[config.mk]
export PLATFORM = sky130hd
export DESIGN_NAME = dbflt_fifo
export DESIGN_NICKNAME = d
export VERILOG_FILES = /design/src/design/dbflt_pkg.sv /design/src/design/dbflt_fifo.sv
export SDC_FILE = /design/constraint.sdc
export NUM_CORES = 1
export LEC_CHECK = 0
export BUFFER_PORTS_ARGS = -buffer_cell sky130_fd_sc_hd__buf_2
export CAP_MARGIN = 20
export CORE_ASPECT_RATIO = 1.5
export CORE_MARGIN = 10
export CORE_UTILIZATION = 52
export DETAILED_ROUTE_END_ITERATION = 6
export PLACE_DENSITY = 0.79
export SLEW_MARGIN = 20
export SYNTH_ARGS = -nofsm -noshare
export SYNTH_HDL_FRONTEND = slang
export SYNTH_SLANG_ARGS = --single-unit
[constraint.sdc]
create_clock -name i_clk -period 8.15 [get_ports i_clk]
set_clock_uncertainty 0.15 [all_clocks]
set_input_delay 2.0375 -clock i_clk [delete_from_list [all_inputs] [get_ports i_clk]]
set_output_delay 2.0375 -clock i_clk [all_outputs]
set_load 0.02 [all_outputs]
[src/design/dbflt_pkg.sv]
`default_nettype none
package dbflt_pkg;

    localparam int NumBuckets = 128;
    localparam int IdxW       = 7;
    localparam int DaySeconds = 86400;
    localparam int TzW        = 17;

    // day length split as 2^7 * 675 for the day start remainder
    localparam int DayLowBits    = 7;
    localparam int DayOdd        = DaySeconds >> DayLowBits;
    localparam int DayRecipShift = 36;
    localparam logic [26:0] DayRecip =
        27'(((64'd1 << DayRecipShift) + 64'(DayOdd) - 64'd1) / 64'(DayOdd));

    // seconds per bucket and its reciprocal for the bucket index
    localparam int BucketSpan     = DaySeconds / NumBuckets;
    localparam int SpanRecipShift = 27;
    localparam logic [17:0] SpanRecip =
        18'(((64'd1 << SpanRecipShift) + 64'(BucketSpan) - 64'd1) / 64'(BucketSpan));

    // bucket tag codes
    localparam logic [7:0] EpochLast = 8'hFE;
    localparam logic [7:0] TagEmpty  = 8'hFF;

    typedef struct packed {
        logic [31:0] time_stamp;
        logic [31:0] order_key;
    } t_in_item;

    typedef struct packed {
        logic        accepted;
        logic        recentred;
        logic [6:0]  bucket_index;
        logic [31:0] window_start;
        logic [31:0] bucket_first_time;
        logic [31:0] bucket_last_time;
        logic [31:0] bucket_first_key;
        logic [31:0] bucket_last_key;
        logic        mark_moved;
    } t_out_item;

    // classified item handed from front to back
    typedef struct packed {
        logic            accepted;
        logic            recentred;
        logic [IdxW-1:0] idx;
        logic [31:0]     window_start;
        logic [31:0]     time_stamp;
        logic [31:0]     order_key;
    } t_work;

    typedef enum logic [2:0] {
        S_IDLE,
        S_QUO,
        S_BASE,
        S_WIN,
        S_IDX,
        S_SEND
    } t_front_state;

    typedef enum logic [1:0] {
        B_IDLE,
        B_CLR,
        B_READ,
        B_OUT
    } t_back_state;

endpackage
`default_nettype wire

[src/design/dbflt_fifo.sv]
`default_nettype none
module dbflt_fifo (
    input  wire logic              i_clk,
    input  wire logic              i_rst_n,
    input  wire logic              i_valid,
    output logic                   o_stall,
    input  wire dbflt_pkg::t_work  i_data,
    output logic                   o_valid,
    input  wire logic              i_stall,
    output dbflt_pkg::t_work       o_data
);
    import dbflt_pkg::*;

    t_work      r_mem [2];
    logic       r_wp, r_rp;
    logic [1:0] r_cnt;
    logic       wr, rd;

    assign o_stall = (r_cnt == 2'd2);
    assign o_valid = (r_cnt != 2'd0);
    assign o_data  = r_mem[r_rp];
    assign wr = i_valid && !o_stall;
    assign rd = o_valid && !i_stall;

    always_ff @(posedge i_clk) begin
        if (wr) r_mem[r_wp] <= i_data;
        if (!i_rst_n) begin
            r_wp <= 1'b0;
            r_rp <= 1'b0;
            r_cnt <= '0;
        end else begin
            if (wr) r_wp <= !r_wp;
            if (rd) r_rp <= !r_rp;
            r_cnt <= r_cnt + 2'(wr) - 2'(rd);
        end
    end
endmodule
`default_nettype wire

==> results of run 1 <==
## how the worst min path moves through the flow
| stage | from | end | slack, ps | depth (start not counted) |
|---|---|---|---|---|
| 2_1_floorplan | r_rp | flip-flop | 300 | 2 |
| 3_3_place_gp | r_rp | flip-flop | 300 | 2 |
| 3_5_place_dp | r_rp | flip-flop | 320 | 2 |
| 4_1_cts | r_rp | flip-flop | 330 | 2 |
| 5_1_grt | r_rp | r_rp | 370 | 2 |
| 6_report | r_rp | flip-flop | 320 | 2 |
## worst max-delay path, delay by kind of cell, from the launching register on
kind | cells | cell delay [ps]
buffers and inverters | 2 | 940
DFF | 1 | 890
muxes | 1 | 410
## synth_stat cells, drive strengths merged
library cell,number
edfxtp,210
mux2,105
buf,12
dfxtp,5
mux2i,3
nand2,3
nand2b,3
ha,2
inv,2
nor2b,2
and2,1
and3,1
nor2,1
or2,1
xnor2,1
xor2,1
## metal layers
metal	global-route usage, %	wire, um	vias to the layer above	part of all wire (%)
met5	0	0	-	0
met4	4.74	358	0	2.1
met3	4.56	1310	26	7.8
met2	29.1	9620	151	57
met1	14.6	5480	2014	33
li1	-	-	1848	-
## flip-flops by register name, indices dropped and copies added, names as in the netlist, named ones only
name / flops
r_mem: 210
r_cnt: 2
r_wp: 1
r_rp: 1
## through the flow
step | total power (uW) | area [sq um] | setup WS, ps | utilization [%] | instances
3_5_place_dp | 2300 | 9300 | 3640 | 61.2 | 759
6_report | 3070 | 9850 | 3190 | 64.8 | 789
2_1_floorplan | 2080 | 8080 | 930 | - | 353
5_1_grt | 3200 | 9850 | 3040 | 64.8 | 789
3_3_place_gp | 2270 | 9300 | 3670 | 61.2 | 759
4_1_cts | 3110 | 9850 | 3130 | 64.7 | 788
## area by class of cell
class	count	area [sq um]
tap	199	249
sequential	215	6410
multi-input combinational	124	1530
inverter	2	7.51
antenna	1	2.50
clock buffer	21	483
timing repair buffer	219	1110
fill	1070	5360
clock inverter	8	62.6
## cell families (layout without fill, tap and decap cells)
group	count (synthesis)	after routing	share of synthesized area, %
simple gates	12	12	0.898
mux	108	108	17.3
other cells	0	1	0
xor+xnor	2	2	0.217
flops	215	215	79.3
buf+inv	14	250	1.97
fa+ha+maj	2	2	0.310
## power groups by stage
stage	Sequential, uW	Clock (uW)	Combinational (uW)
global placement	1480	0	797
CTS	1470	828	818
detailed placement	1490	0	811
finish	1460	806	800
global route	1480	869	851
floorplan	1460	0	618
## cells in the final DEF (no fill, tap or decap)
cell type / instances
and3_4: 1
inv_1: 2
diode_2: 1
nand2b_1: 3
clkinv_1: 5
edfxtp_1: 210
nor2_4: 1
xnor2_1: 1
clkbuf_1: 2
nor2b_1: 1
buf_2: 215
bufinv_16: 1
clkinv_2: 1
buf_4: 4
or2_2: 1
ha_1: 2
mux2i_1: 3
xor2_1: 1
dfxtp_1: 4
mux2_2: 55
nor2b_4: 1
dfxtp_4: 1
clkbuf_16: 19
mux2_4: 50
clkinv_4: 1
nand2_1: 3
and2_1: 1
==> impl_results.md, run 1 <==
- YS warnings: 0
- Vias in the first global route: 4536
- Netlist Area Pre-Place: 8080 sq um
- CP Max Fanout: 58
- Tightest Hold Check Type: reg2reg
- DIE WIDTH: 122 um
- Number of antenna violations at the first check in global routing: 2
- Endpoints failing setup: 0
- Setup Buffers After CTS: 0
- Outcome: complete, no violations
- Final Hold Slack: 323 ps
- CTS Hold Bufs: 0
- DIE AREA: 21000 sq um
- CTS Buffer Depth: 3
- HPWL Detailed: 11800 um
- Top Ports: 216
- Psw: 885 uW
- Routed length per placed instance: 21.3 um
- P per Cell Area: 312 nW/um^2
- Startpoint Class: flip-flop
- Worst Setup End Kind: output port
- Post_cts resized: 0
- RR Endpoint: r_mem[0][8]
- Share of cells above drive strength 1: 59.6%
- Clk Latency, worst-skew pair: 470 ps
- CTS root buffer: clkbuf_16
- FF+latch count, synth: 215
- Combinational power share: 26.1%
- CP max stage cell: dfxtp_4
- Crit path kind: reg2out
- Synthesized area per cell: 22.9 sq um
- Switching share of power: 28.8%
- Normalized max-slew margin: 44.4%
- Post-synthesis cell type count: 21
- Max-slew violation count: 0
- Hold Fails Final Rpt: 0
- Synth Instances: 353
- Synth top area share: 78.0%
- Fmax: 0.202 GHz
- ANT nets after route: 0
- Vias per Instance: 5.12
- CP Cell Sequence: buf_4 -> mux2_2 -> buf_2
- Peak supply drop: 0.294 mV
- DR DRC count: 0
- Worst Setup EP: o_data[5]
- Final wirelength: 16800 um
- R2R depth: 5
- Via count: 4039
- Initial Util: 53.1%
- Final TNS setup: 0 ps
- Clock network power share: 26.2%
- Nets: 692
- Largest net degree at the start of global routing: 59
- CP max stage delay: 890 ps
- Final min period: 4960 ps
- Leak: 0.00379 uW
- H-Tree Depth: 1
- Cell taking the most area after synthesis: edfxtp_1
- GP Congestion: 0.734
- Max-cap violations: 0
- Worst EP required: 5960 ps
- Die height: 173 um
- CTS sink count: 215
- Area grow syn2layout: 21.9%
- Synth top area cells: edfxtp_1 78%, mux2_4 9.3%, mux2_2 7.7%
- Fin crit share: 60.9%
- Syn Nets: 464
- Drt initial violations: 200
- Core footprint: 15200 sq um
- Internal: 2180 uW
- Gr usage total: 15.2%
- Unrepaired setup endpoints after global routing: false
- Overflow after GRT: 0
- First-pass GRT wire length: 24700 um
- Seq/Total Area, Yosys: 79.3%
- Reg-to-Reg Start: r_cnt[0]
- Critical Path AT: 2770 ps
- Worst-margin pin slew: 834 ps
- Share of power burned in registers: 47.7%
- Row count: 55
- Clock buffer count from CTS: 19
- Clock slew seen by the registers of the worst setup and hold paths: 60 ps
- R2R setup slack: 5460 ps
- IO buf count: 215
- First-pass detailed-route iteration total: 4
- TritonCTS clock tree: built
No activity file was read; power rests on OpenSTA's default activity.
==> run 2, diff against run 1 <==
- clock period: 8.15 -> 4.8 ns (I/O delays scaled with it)
==> impl_results.md, run 2 (same netlist as run 1, synthesis figures left out) <==
- Biggest registers after layout: r_mem (210), r_cnt (2)
- GP Congestion: 0.736
- DIE AREA: 21000 sq um
- Via count: 3977
- Share of cells above drive strength 1: 60.4%
- CP Max Fanout: 81
- Worst EP required: 3450 ps
- CTS Buffer Depth: 3
- Area of the multi-input gates: 1530 sq um
- First-pass detailed-route iteration total: 4
- CTS Hold Bufs: 0
- Gr usage total: 14.6%
- First-pass GRT wire length: 24000 um
- Fmax: 0.284 GHz
- Number of antenna violations at the first check in global routing: 3
- Peak supply drop: 0.460 mV
- Clk Latency, worst-skew pair: 460 ps
- Outcome: complete, no violations
- Storage element area: 6410 sq um
- Leak: 0.00385 uW
- Vias in the first global route: 4408
- Commonest non-fill, non-tap cell in the layout: buf_2
- HPWL Detailed: 11600 um
- Final min period: 3520 ps
- Fillcell total: 1061
- Max-cap violations: 0
- Crit path kind: reg2out
- Max-slew violation count: 0
- Top Ports: 216
- Worst-margin pin slew: 771 ps
- Hold Fails Final Rpt: 0
- Clock buffer count from CTS: 19
- CTS root buffer: clkbuf_16
- ANT nets after route: 0
- Most frequent cells in the layout: 215 x buf_2, 210 x edfxtp_1, 55 x mux2_2
- Core footprint: 15200 sq um
- Overflow after GRT: 0
- Max reg flops: 210
- Worst Setup End Kind: output port
- Routed length per placed instance: 20.2 um
- Nets: 693
- Fin crit share: 73.3%
- Final instance area: 9990 sq um
- DIE WIDTH: 122 um
- Clock slew seen by the registers of the worst setup and hold paths: 60 ps
- Setup Buffers After CTS: 0
- TritonCTS clock tree: built
- P per Cell Area: 540 nW/um^2
- Area grow syn2layout: 23.6%
- Die height: 173 um
- Normalized max-slew margin: 48.5%
- Final wirelength: 16100 um
- Row count: 55
- Initial Util: 53.1%
- IO buf count: 215
- Vias per Instance: 5.00
- CTS sink count: 215
- Largest net degree at the start of global routing: 82
- H-Tree Depth: 1
- Startpoint Class: flip-flop
- Drt initial violations: 183
- Critical Path AT: 2170 ps
- Post_cts resized: 0
- Endpoints failing setup: 0
- DR DRC count: 0
- Placed cell area: 9330 sq um
- Unrepaired setup endpoints after global routing: false
- Largest Register: r_mem
- Tightest Hold Check Type: reg2reg
- Final TNS setup: 0 ps
run 2: changes by cell type in the layout (fill, tap and decap cells not counted):
cell	change
buf_12	+2
buf_4	-1
bufinv_16	+3
clkbuf_1	-1
clkinv_1	-2
clkinv_2	+2
clkinv_4	+1
clkinvlp_4	+1
diode_2	+1
run 2: metal layers:
layer,vias up,track usage (%),wire length (um)
li1,1849,-,-
met1,1950,14.8,5570
met2,143,26.7,8840
met3,33,4.50,1210
met4,2,5.38,449
met5,-,0,20
run 2: worst paths after layout:
check / from / slack (ps) / endpoint / cells past startpoint
max: flip-flop / 1280 / o_data[17] / 3
min: r_rp / 340 / flip-flop / 2
max reg2reg: r_cnt[0] / 2520 / r_mem[0][0] / 4
min reg2reg: r_rp / 340 / flip-flop / 2
run 2: final cells by class:
class | count | share of cell area [%]
antenna | 2 | 0.0501
clock buffer | 20 | 4.80
clock inverter | 13 | 1.72
inverter | 2 | 0.0752
multi-input combinational | 124 | 15.3
sequential | 215 | 64.2
tap | 199 | 2.49
timing repair buffer | 220 | 11.4
run 2: power by group:
part           internal [uW]  total (uW)  leakage [uW]  switching (uW)
registers               2360        2440       0.00200            86.7
clock network            942        1560      0.000317             617
logic                    586        1390       0.00153             808
total                   3890        5400       0.00385            1510
run 2: critical path, stage by stage (launching register included):
cell     delay, ps
dfxtp_4        580
buf_12         460
mux2_2         400
buf_2          160
run 2: stage by stage:
stage,total power [uW],setup slack (ps),util [%],std cells,hold WS [ps]
6_report,5400,1280,65.7,795,336
5_1_grt,5620,1190,65.7,795,382
4_1_cts,5470,1260,65.6,793,342
3_5_place_dp,3910,1730,61.4,760,331
3_3_place_gp,3870,1790,61.4,760,313
2_1_floorplan,3510,186,-,353,302
==> run 3, diff against run 2 <==
- CORE_UTILIZATION: 52 -> 47
- PLACE_DENSITY: 0.79 -> 0.75
- clock period: 4.8 -> 3.1 ns (I/O delays scaled with it)
==> impl_results.md, run 3 (same netlist as run 1, synthesis figures left out) <==
- Tightest Hold Check Type: in2reg
- Number of antenna violations at the first check in global routing: 2
- Clock slew seen by the registers of the worst setup and hold paths: 70 ps
- Outcome: complete, no violations
- Share of power burned in registers: 44.4%
- Clock buffer count from CTS: 20
- Leak: 0.00391 uW
- Via count: 4000
- DIE AREA: 22900 sq um
- CTS Buffer Depth: 3
- Startpoint Class: flip-flop
- CTS Hold Bufs: 0
- P per Cell Area: 843 nW/um^2
- Clock network power share: 29.6%
- Hold Fails Final Rpt: 0
- Peak supply drop: 0.668 mV
- Worst EP required: 2170 ps
- Area grow syn2layout: 25.3%
- Endpoints failing setup: 0
- DR DRC count: 0
- Normalized max-slew margin: 63.3%
- First-pass GRT wire length: 24800 um
- Post_cts resized: 0
- Core footprint: 16800 sq um
- Vias in the first global route: 4542
- Max-cap violations: 0
- TritonCTS clock tree: built
- Most frequent cells in the layout: 215 x buf_2, 210 x edfxtp_1, 55 x mux2_2
- CTS root buffer: clkbuf_16
- Critical Path AT: 1910 ps
- Top Ports: 216
- Final instance area: 10100 sq um
- CP Max Fanout: 22
- Final TNS setup: 0 ps
- Routed length per placed instance: 19.9 um
- Combinational power share: 26.0%
- First-pass detailed-route iteration total: 4
- GP Congestion: 0.717
- Overflow after GRT: 0
- Fin crit share: 91.6%
- Largest Register: r_mem
- ANT nets after route: 0
- Switching share of power: 27.6%
- Share of cells above drive strength 1: 60.2%
- Largest net degree at the start of global routing: 52
- Initial Util: 48.0%
- Setup Buffers After CTS: 0
- Worst Setup End Kind: output port
- Vias per Instance: 4.92
- Internal: 6180 uW
- Worst-margin pin slew: 549 ps
- Crit path kind: reg2out
- Die height: 181 um
- Inst Count DP: 776
- Drt initial violations: 193
- Commonest non-fill, non-tap cell in the layout: buf_2
- Unrepaired setup endpoints after global routing: false
- Finished Core Util: 60.1%
- Cell Count, Final, Fillers Out: 813
- Clk Latency, worst-skew pair: 480 ps
- HPWL Detailed: 11700 um
- Gr usage total: 13.5%
- Psw: 2350 uW
- Row count: 58
- Final wirelength: 16200 um
- Placed cell area: 9430 sq um
- Nets: 699
- Fmax: 0.352 GHz
- IO buf count: 215
- H-Tree Depth: 1
- Final min period: 2840 ps
- CTS sink count: 215
- DIE WIDTH: 127 um
- Biggest registers after layout: r_mem (210), r_cnt (2)
- Max reg flops: 210
- Max-slew violation count: 0
-- run 3: changes by cell type in the layout (fill, tap and decap cells not counted) --
cell        change
clkinv_2        -1
clkinvlp_4      -1
clkbuf_1        +5
clkinv_4        -2
buf_12          +4
buf_4           +1
clkinv_1        -1
clkbuf_16       +2
-- run 3: area by class of cell --
class	count	area (sq um)
diodes	2	5.00
clock buffers	27	548
clock inverters	8	138
fillers	1262	6710
inverters	2	7.51
multi-input cells	124	1530
flip-flops and latches	215	6410
well taps	210	263
repair buffers	225	1230
-- run 3: final timing paths --
check             depth (start not counted)           end  slack, ps        from
setup reg to reg                          4  r_mem[0][81]       1100    r_cnt[0]
hold reg to reg                           2          r_rp        350        r_rp
setup / recovery                          3   o_data[104]        260   flip-flop
hold / removal                            1  r_mem[0][65]        330  i_data[65]
-- run 3: stage by stage --
stage | hold slack (ps) | power [uW] | setup WS [ps]
2_1_floorplan | 302 | 5420 | 76.4
3_5_place_dp | 334 | 6110 | 743
5_1_grt | 315 | 8890 | 190
4_1_cts | 310 | 8650 | 230
3_3_place_gp | 301 | 6040 | 761
6_report | 331 | 8530 | 261
-- run 3: critical path, stage by stage (launching register included) --
cell and delay, ps:
dfxtp_4 580, buf_4 320, mux2_2 360, buf_2 160
-- run 3: per-layer routing --
layer  vias up  GRT usage, %  wire [um]
met5         -             0          0
met1      1964          13.6       5590
li1       1865             -          -
met2       140          24.9       9000
met4         0          5.21        464
met3        31          4.21       1160
-- run 3: power groups by stage --
stage                     Sequential (uW)  Clock [uW]  Combinational (uW)
after floorplan                      3790           0                1630
after global placement               3820           0                2220
after detailed placement             3850           0                2260
after CTS                            3790        2590                2270
after global routing                 3820        2700                2370
final                                3780        2530                2220
