File: config.mk
export PLATFORM = sky130hd
export DESIGN_NAME = dbflt_front
export DESIGN_NICKNAME = d
export VERILOG_FILES = /design/src/design/dbflt_pkg.sv /design/src/design/dbflt_front.sv
export SDC_FILE = /design/constraint.sdc
export NUM_CORES = 1
export LEC_CHECK = 0
export BUFFER_PORTS_ARGS = -buffer_cell sky130_fd_sc_hd__buf_2
export CAP_MARGIN = 5
export CORE_ASPECT_RATIO = 1.25
export CORE_MARGIN = 4
export CORE_UTILIZATION = 45
export CTS_BUF_LIST = sky130_fd_sc_hd__clkbuf_4
export CTS_CLUSTER_SIZE = 40
export DETAILED_ROUTE_END_ITERATION = 10
export SLEW_MARGIN = 10
export SYNTH_ARGS = -nofsm -noshare
export SYNTH_HDL_FRONTEND = slang
export SYNTH_SLANG_ARGS = --single-unit
File: constraint.sdc
create_clock -name i_clk -period 11.8 [get_ports i_clk]
set_input_delay 1.77 -clock i_clk [delete_from_list [all_inputs] [get_ports i_clk]]
set_output_delay 1.77 -clock i_clk [all_outputs]
set_load 0.02 [all_outputs]
File: src/design/dbflt_pkg.sv
`default_nettype none
package dbflt_pkg;

    localparam int NumBuckets = 128;
    localparam int IdxW       = 7;
    localparam int DaySeconds = 86400;
    localparam int TzW        = 17;

    // day length split as 2^7 * 675 for the day start remainder
    localparam int DayLowBits    = 7;
    localparam int DayOdd        = DaySeconds >> DayLowBits;
    localparam int DayRecipShift = 36;
    localparam logic [26:0] DayRecip =
        27'(((64'd1 << DayRecipShift) + 64'(DayOdd) - 64'd1) / 64'(DayOdd));

    // seconds per bucket and its reciprocal for the bucket index
    localparam int BucketSpan     = DaySeconds / NumBuckets;
    localparam int SpanRecipShift = 27;
    localparam logic [17:0] SpanRecip =
        18'(((64'd1 << SpanRecipShift) + 64'(BucketSpan) - 64'd1) / 64'(BucketSpan));

    // bucket tag codes
    localparam logic [7:0] EpochLast = 8'hFE;
    localparam logic [7:0] TagEmpty  = 8'hFF;

    typedef struct packed {
        logic [31:0] time_stamp;
        logic [31:0] order_key;
    } t_in_item;

    typedef struct packed {
        logic        accepted;
        logic        recentred;
        logic [6:0]  bucket_index;
        logic [31:0] window_start;
        logic [31:0] bucket_first_time;
        logic [31:0] bucket_last_time;
        logic [31:0] bucket_first_key;
        logic [31:0] bucket_last_key;
        logic        mark_moved;
    } t_out_item;

    // classified item handed from front to back
    typedef struct packed {
        logic            accepted;
        logic            recentred;
        logic [IdxW-1:0] idx;
        logic [31:0]     window_start;
        logic [31:0]     time_stamp;
        logic [31:0]     order_key;
    } t_work;

    typedef enum logic [2:0] {
        S_IDLE,
        S_QUO,
        S_BASE,
        S_WIN,
        S_IDX,
        S_SEND
    } t_front_state;

    typedef enum logic [1:0] {
        B_IDLE,
        B_CLR,
        B_READ,
        B_OUT
    } t_back_state;

endpackage
`default_nettype wire

File: src/design/dbflt_front.sv
`default_nettype none
module dbflt_front (
    input  wire logic                   i_clk,
    input  wire logic                   i_rst_n,
    input  wire logic signed [16:0]     i_tz,
    input  wire logic                   i_valid,
    output logic                        o_stall,
    input  wire dbflt_pkg::t_in_item    i_item,
    output logic                        o_valid,
    input  wire logic                   i_stall,
    output dbflt_pkg::t_work            o_work
);
    import dbflt_pkg::*;

    t_front_state r_state, n_state;
    logic [31:0]  r_wbeg;
    logic         r_wset;
    logic [31:0]  r_ts, r_key;
    logic         r_rec;
    // s = ts - tz kept as s[32:7], s[6:0] and its sign
    logic [25:0]  r_shi;
    logic [6:0]   r_slo;
    logic         r_neg;
    logic [16:0]  r_q;
    logic [16:0]  r_rem;
    logic [IdxW-1:0] r_idx;

    logic         rec_c;
    logic         ts_nz_c;
    logic [33:0]  s_c;
    logic [52:0]  qprod;
    logic [26:0]  qm_c;
    logic [26:0]  rem_c;
    logic [31:0]  b_c;
    logic [31:0]  off_c;
    logic [34:0]  prod;
    logic [IdxW:0] qb;
    logic [IdxW-1:0] idx_c;

    assign ts_nz_c = i_item.time_stamp != '0;
    assign rec_c = !r_wset || i_item.time_stamp < r_wbeg
                   || {1'b0, i_item.time_stamp} >= ({1'b0, r_wbeg} + 33'(DaySeconds));
    assign s_c   = {2'b00, i_item.time_stamp} - {{17{i_tz[16]}}, i_tz};

    // (s >> 7) / 675 by reciprocal, remainder rebuilt to s mod 86400
    assign qprod = 53'(r_shi) * 53'(DayRecip);
    assign qm_c  = 27'(r_q) * 27'(DayOdd);
    assign rem_c = {1'b0, r_shi} - qm_c;

    // day start is ts minus the remainder, clipped at zero
    always_comb begin
        if (r_neg || 32'(r_rem) > r_ts) b_c = '0;
        else b_c = r_ts - 32'(r_rem);
    end

    // offset is below one day, so offset / 675 fits the reciprocal
    assign off_c = r_ts - r_wbeg;
    assign prod  = 35'(off_c[16:0]) * 35'(SpanRecip);
    always_comb begin
        qb = prod[SpanRecipShift+IdxW:SpanRecipShift];
        idx_c = (qb > (IdxW+1)'(NumBuckets - 1)) ? IdxW'(NumBuckets - 1) : qb[IdxW-1:0];
    end

    always_ff @(posedge i_clk) begin
        if (!i_rst_n) r_state <= S_IDLE;
        else r_state <= n_state;
    end

    always_comb begin
        n_state = r_state;
        o_stall = 1'b1;
        case (r_state)
            S_IDLE: begin
                o_stall = 1'b0;
                if (i_valid) n_state = (rec_c && ts_nz_c) ? S_QUO : S_IDX;
            end
            S_QUO: n_state = S_BASE;
            S_BASE: n_state = S_WIN;
            S_WIN: n_state = S_IDX;
            S_IDX: n_state = S_SEND;
            S_SEND: if (!i_stall) n_state = S_IDLE;
            default: n_state = S_IDLE;
        endcase
    end

    always_ff @(posedge i_clk) begin
        if (!i_rst_n) begin
            r_wbeg <= '0;
            r_wset <= 1'b0;
        end else begin
            case (r_state)
                S_IDLE: if (i_valid) begin
                    r_ts  <= i_item.time_stamp;
                    r_key <= i_item.order_key;
                    r_rec <= rec_c && ts_nz_c;
                    r_shi <= s_c[32:7];
                    r_slo <= s_c[6:0];
                    r_neg <= s_c[33];
                end
                S_QUO: r_q <= qprod[DayRecipShift+16:DayRecipShift];
                S_BASE: r_rem <= {rem_c[9:0], r_slo};
                S_WIN: begin
                    r_wbeg <= b_c;
                    r_wset <= 1'b1;
                end
                S_IDX: r_idx <= idx_c;
                default: ;
            endcase
        end
    end

    always_comb begin
        o_valid = (r_state == S_SEND);
        o_work.accepted     = r_ts != 0;
        o_work.recentred    = r_rec;
        o_work.idx          = (r_ts != 0) ? r_idx : '0;
        o_work.window_start = r_wbeg;
        o_work.time_stamp   = r_ts;
        o_work.order_key    = r_key;
    end
endmodule
`default_nettype wire

==> results of run 1 <==
## how the worst max path moves through the flow
| stage | start | endpoint | slack, ns | depth (start not counted) |
|---|---|---|---|---|
| 2_1_floorplan | i_rst_n | r_key[0] | 2.17 | 4 |
| 3_3_place_gp | r_ts[0] | r_idx[6] | 3.83 | 32 |
| 3_5_place_dp | r_ts[0] | r_idx[6] | 3.69 | 32 |
| 4_1_cts | r_ts[0] | r_idx[6] | 3.66 | 32 |
| 5_1_grt | r_ts[0] | r_idx[6] | 3.17 | 32 |
| 6_report | r_ts[0] | r_idx[6] | 3.66 | 32 |
## layout make-up
| class | instances | area [µm²] | area share (%) |
|---|---|---|---|
| sequential | 169 | 4710 | 17.2 |
| clock buffer | 19 | 143 | 0.521 |
| timing repair buffer | 200 | 1020 | 3.74 |
| clock inverter | 13 | 118 | 0.429 |
| multi-input combinational | 1743 | 18400 | 67.1 |
| antenna | 2 | 5.00 | 0.0183 |
| inverter | 559 | 2100 | 7.66 |
| tap | 735 | 920 | 3.36 |
## layout by cell type, fill, tap and decap left out, types with 11 or more instances in the layout
master / Yosys / routed
xor2_1: 50 / 50
edfxtp_1: 133 / 133
nor4_1: 16 / 16
o21a_1: 23 / 23
a211oi_1: 16 / 16
nand4_1: 23 / 23
nor3_1: 29 / 27
buf_2: 0 / 191
nor2_1: 51 / 51
a21oi_1: 107 / 107
and3_1: 20 / 20
nand2_1: 76 / 76
inv_1: 559 / 559
o21bai_1: 11 / 11
o21ai_0: 62 / 62
and2_1: 14 / 14
clkbuf_4: 0 / 19
nand3_1: 27 / 27
ha_1: 571 / 571
fa_1: 260 / 260
a21o_1: 76 / 76
dfxtp_1: 36 / 36
nor2b_1: 32 / 32
xnor2_1: 105 / 105
nand2b_1: 23 / 23
## critical path: cells and delay by family, from the launching register on
family	cells	cell delay [ns]
fa+ha+maj	9	3.28
compound gates	11	2.37
simple gates	3	0.67
xor+xnor	2	0.64
buf+inv	7	0.53
flops	1	0.43
## flip-flops by register name, indices dropped and copies added (netlist names)
register / count
r_state: 3
r_rec: 1
r_key: 32
r_wbeg: 32
r_rem: 17
r_ts: 32
r_neg: 1
r_idx: 7
r_wset: 1
r_q: 10
r_shi: 26
r_slo: 7
## metrics by stage
step	hold WS [ns]	setup slack, ns
floorplan	0.400	2.17
global placement	0.405	3.83
detailed placement	0.408	3.69
CTS	0.445	3.66
global route	0.454	3.17
finish	0.438	3.66
## logic make-up (layout without fill, tap and decap cells)
kind of cell | after synthesis | after routing
buffers and inverters | 572 | 791
and+or+nand+nor | 352 | 352
DFF | 169 | 169
adders and majority gates | 831 | 831
other | 0 | 2
muxes | 1 | 1
AOI/OAI and AO/OA | 404 | 404
xor gates and xnor gates | 155 | 155
## metal layers
| metal | up-vias | wire [µm] | GRT usage (%) |
|---|---|---|---|
| li1 | 8792 | - | - |
| met1 | 9094 | 26300 | 26.1 |
| met2 | 343 | 33900 | 39.6 |
| met3 | 94 | 2150 | 3.13 |
| met4 | 0 | 1810 | 6.08 |
| met5 | - | 0 | 0 |
==> results.md, run 1 <==
- Longest Clk Path Bufs: 2
- Post-CTS Setup Bufs: 0
- TritonCTS Buffers: 17
- # port buffers: 191
- Cell depth of the worst flop-to-flop path: 32
- Share of cells above drive strength 1: about a tenth
- Critical path data arrival time: approximately 8.5 ns
- Net count after synthesis: 3400
- Fmax: about 120 MHz
- CP most frequent cell: inv_1
- Post-CTS sizing: 0
- Top_reg_cell synth: edfxtp_1
- Final setup TNS: 0 ns
- First-pass GRT wire length: around 100000 µm
- Adder-cell area share of the yosys netlist: between 40% and 50%
- CP startpoint kind: flop
- Seq cells post-synth: around 170
- Synth Area in Compound Gates: between 10% and 20%
- Wirelength, routed: ~64000 µm
- Die extent in x: between 200 and 250 µm
- Largest net degree at the start of global routing: 56
- Post-synthesis mux area share: less than 1%
- Largest family of logic cells by synthesized area: adder cells
- Area Growth Syn to Fin: 8.48%
- Clock root cell: clkbuf_4
- Die Height: 273 µm
- Max_cap viols: 0
- # setup viols final: 0
- Critical Path Sink Type: flop
- Status: completed
- Crit Path Class: flop to flop
- Worst-Margin Slew: around 1 ns
- Top-count cell post-synth: ha_1
- Critical path's largest stage delay: 0.53 ns
- Post-Syn Area: about 0.025 mm²
- Via count: 18323
- R2r startpoint: r_ts[0]
- RSZ-0062 raised after global routing: no
- Top cell type's share of synthesized area: 28.3%
- Wirelength per Cell: approximately 19 µm
- Synth top cells by count: ha_1, inv_1, fa_1, edfxtp_1, a21oi_1
- # DRC: 0
- Post-synthesis xor/xnor area fraction: ~5.4%
- Initial Util: between 40% and 50%
- Cell count after synthesis: between 2000 and 2500
- Post-synth top area cell: ha_1
- Number of global-route vias before repair: ~19000
- Via/cell ratio: around 5.3
- Layout Nets: about 3600
- Req. time, crit path: between 10 and 15 ns
- Hold_sp: r_slo[2]
- Main area contributors after synthesis: ha_1, fa_1, edfxtp_1
- Die ar.: roughly 0.06 mm²
- # fillers: between 5000 and 6000
- Reg2reg end: r_idx[6]
- CTS tree: built
- Synth Area per Inst: a little over 10 µm²
- Post-synth EDFFs: 133
- Final worst path period share: just under 70%
- Clk_skew: ~0.037 ns
- Reg clk slew, reported paths: ~0.15 ns
- I/O pin total: about 190
- Cell row count: 96
- WHS Endpoint: r_rem[2]
- Gr ovfl total: 0
- Clock Latency Late Sink: just over 0.6 ns
- TritonCTS Sinks: between 150 and 200
- CP Max Fanout: 6
- 1st-iter DRT viols: between 700 and 800
- Asr flop ratio synth: 0%
- DRT Pass-1 Iters: 5
- Worst Hold Path Cells: 0
- R2R setup slack: around 3.7 ns
- Synth Area in Simple Gates: between 7 and 8%
- Total GRT Usage: 21.6%
- Finished Core Util: about half
- Finished Cell Area: 0.0274 mm²
- Critical-path top delay cell: fa_1
- Final hold vios: 0
- Detailed Place HPWL: approximately 55000 µm
- Tmin final: around 8.1 ns
- Min-delay worst type: flop to flop
- Slew headroom: roughly a third
- Post-CTS Hold Buffers: 0
- Yosys cell types: 74
- Routability cong.: 0.938
- Initial antenna violation count: 2
- Post-Layout Cell Count: roughly 3400
- CTS H-tree lvls: 4
- Seq/Total Area, Yosys: between 10% and 20%
- Post-DP Area: roughly 0.027 mm²
- Antenna viol nets, final: 0
- Core area: ~0.055 mm²
- Slew Viols, Final: 0
- Dpl cells: 3406
- Yosys warns: 0
Power of run 1 is left out: the tool's default activity adds up to more than one toggle a clock period on the data nets, which glitch-free logic cannot reach.
==> run 2, diff against run 1 <==
- clock period: 11.8 -> 6.8 ns (I/O delays scaled with it)
==> run 2 against run 1 <==
  * The run now ends with setup timing left
  * Fmax grew 16%
  * Final area grew 6.3%
  * Largest cell class unchanged
  * Global-route usage grew 1.2 points
  * Flip-flop and latch count is the same
  * Worst setup slack lost 3.9 ns
  * Worst hold slack gained 0.0018 ns
  * Die area is the same
  * Non-clock buffer count grew 151
  * Routed wire length grew 6.0%
==> results.md, run 2 (synthesis gave the netlist of run 1 again) <==
- CP startpoint kind: flop
- # fillers: 5044 (-3.9%)
- Clock Latency Late Sink: 0.63 ns (about the same)
- Top Registers: r_key x32, r_ts x32, r_wbeg x32
- Die Height: 273 µm (unchanged)
- Via/cell ratio: 5.24 (-1.6%)
- Slew headroom: 24.9% (-9.6 points)
- Die extent in x: 220 µm (unchanged)
- Total GRT Usage: 22.8% (+1.2 points)
- Reg clk slew, reported paths: 0.15 ns (about the same)
- Clk_skew: 0.0292 ns (-0.00750 ns)
- Tmin final: 7.04 ns (-1.10 ns)
- Initial Util: 45.7% (unchanged)
- PnR worst setup slack: -0.239 ns (-3.90 ns)
- TritonCTS Sinks: 169 (unchanged)
- Share of cells above drive strength 1: 17.9% (+7.7 points)
- Commonest non-fill, non-tap cells in the layout: inv_1, ha_1, fa_1
- Req. time, crit path: 7.20 ns (-4.99 ns)
- Initial antenna violation count: 1 (-1)
- I/O pin total: 192 (unchanged)
- Worst-Margin Slew: 1.12 ns (+0.151 ns)
- 1st-iter DRT viols: 865 (+15%)
- Post-CTS Hold Buffers: 0 (unchanged)
- DRT Pass-1 Iters: 5 (unchanged)
- Finished Cell Area: 0.0291 mm² (+6.3%)
- Number of global-route vias before repair: 20004 (+3.7%)
- Via count: 18820 (+2.7%)
- Post-DP Area: 0.0283 mm² (+4.5%)
- Critical Path Sink Type: flop
- Min-delay worst type: flop to flop
- Gr ovfl total: 0 (unchanged)
- Fmax: 142 MHz (+16%)
- # DRC: 0 (unchanged)
- Most common cell after layout, fill and taps aside: inv_1
- Die ar.: 0.0600 mm² (unchanged)
- Slew Viols, Final: 0 (unchanged)
- Final hold vios: 0 (unchanged)
- First-pass GRT wire length: 107000 µm (+5.0%)
- Core area: 0.0553 mm² (unchanged)
- CP most frequent cell: inv_1
- Status: finished, violations left
- Routability cong.: 0.956 (+2.0%)
- Area Growth Syn to Fin: 15.3%
- CTS tree: built
- Critical path data arrival time: 7.44 ns (-1.09 ns)
- Largest net degree at the start of global routing: 53 (-5.4%)
- WHS: 0.440 ns (+0.00183 ns)
- # setup viols final: 7 (+7)
- Cell row count: 96 (unchanged)
- Layout Nets: 3757 (+4.2%)
- Detailed Place HPWL: 58900 µm (+6.2%)
- Final worst path period share: 104% (+35 points)
- Multi-input logic area: 0.0189 mm² (+3.0%)
- Crit Path Class: flop to flop
- Max_cap viols: 0 (unchanged)
- # port buffers: 191 (unchanged)
- CTS H-tree lvls: 4 (unchanged)
- Failing checks: setup timing
- Antenna viol nets, final: 0 (unchanged)
- Critical-path top delay cell: fa_1
- Dpl cells: 3538 (+3.9%)
- Wirelength, routed: 68100 µm (+6.0%)
- Storage element area: 0.00471 mm² (unchanged)
- Post-Layout Cell Count: 3590 (+4.4%)
- Critical path's largest stage delay: 0.54 ns (about the same)
- CP Max Fanout: 4 (-2)
- RSZ-0062 raised after global routing: yes
- R2R setup slack: -0.24 ns (-3.90 ns)
- TritonCTS Buffers: 17 (unchanged)
- Clock root cell: clkbuf_4
- Wirelength per Cell: 19.0 µm (+1.6%)
- Longest Clk Path Bufs: 2 (unchanged)
- Final setup TNS: -1.62 ns (-1.62 ns)
[run 2: per-layer routing]
| metal | up-vias | wire, µm | track usage (%) |
|---|---|---|---|
| met5 | - | 0 | 0 |
| met4 | 0 | 2070 | 6.68 |
| met3 | 93 | 2010 | 2.69 |
| met2 | 350 | 36200 | 42.2 |
| met1 | 9293 | 27800 | 27.6 |
| li1 | 9084 | - | - |
[run 2: final timing paths]
kind             from       end  depth (start not counted)
max           r_ts[0]  r_idx[6]                         32
min          r_slo[6]  r_rem[6]                          0
max reg2reg   r_ts[0]  r_idx[6]                         32
min reg2reg  r_slo[6]  r_rem[6]                          0
[run 2: layout make-up]
class | count | area share [%]
diodes | 1 | 0.00859
well taps | 735 | 3.16
flip-flops and latches | 169 | 16.2
inverters | 559 | 7.20
clock buffers | 20 | 0.516
clock inverters | 12 | 0.498
repair buffers | 351 | 7.46
multi-input cells | 1743 | 65.0
[run 2: timing repair]
| action | CTS | global route |
|---|---|---|
| setup buffers | 10 | 9 |
| pin swaps | 26 | 52 |
| endpoints found under the setup margin | 9 | 11 |
| gates resized for setup | 24 | 36 |
| cloned | 0 | 0 |
[run 2: per-stage QoR]
stage	util, %	setup slack, ns
after floorplan	-	-0.184
after global placement	51.3	-0.243
after detailed placement	51.3	-0.391
after CTS	52.2	-0.264
after global routing	52.7	-0.511
final	52.7	-0.239
[run 2: worst max-delay path: cells and delay by family, from the launching register on]
| family | cells | cell delay [ns] |
|---|---|---|
| buffers and inverters | 7 | 0.50 |
| AOI/OAI and AO/OA | 7 | 1.61 |
| and+or+nand+nor | 7 | 1.02 |
| adders and majority gates | 9 | 2.94 |
| DFF | 1 | 0.43 |
| xor gates and xnor gates | 2 | 0.30 |
Power of run 2 is left out for the same reason.
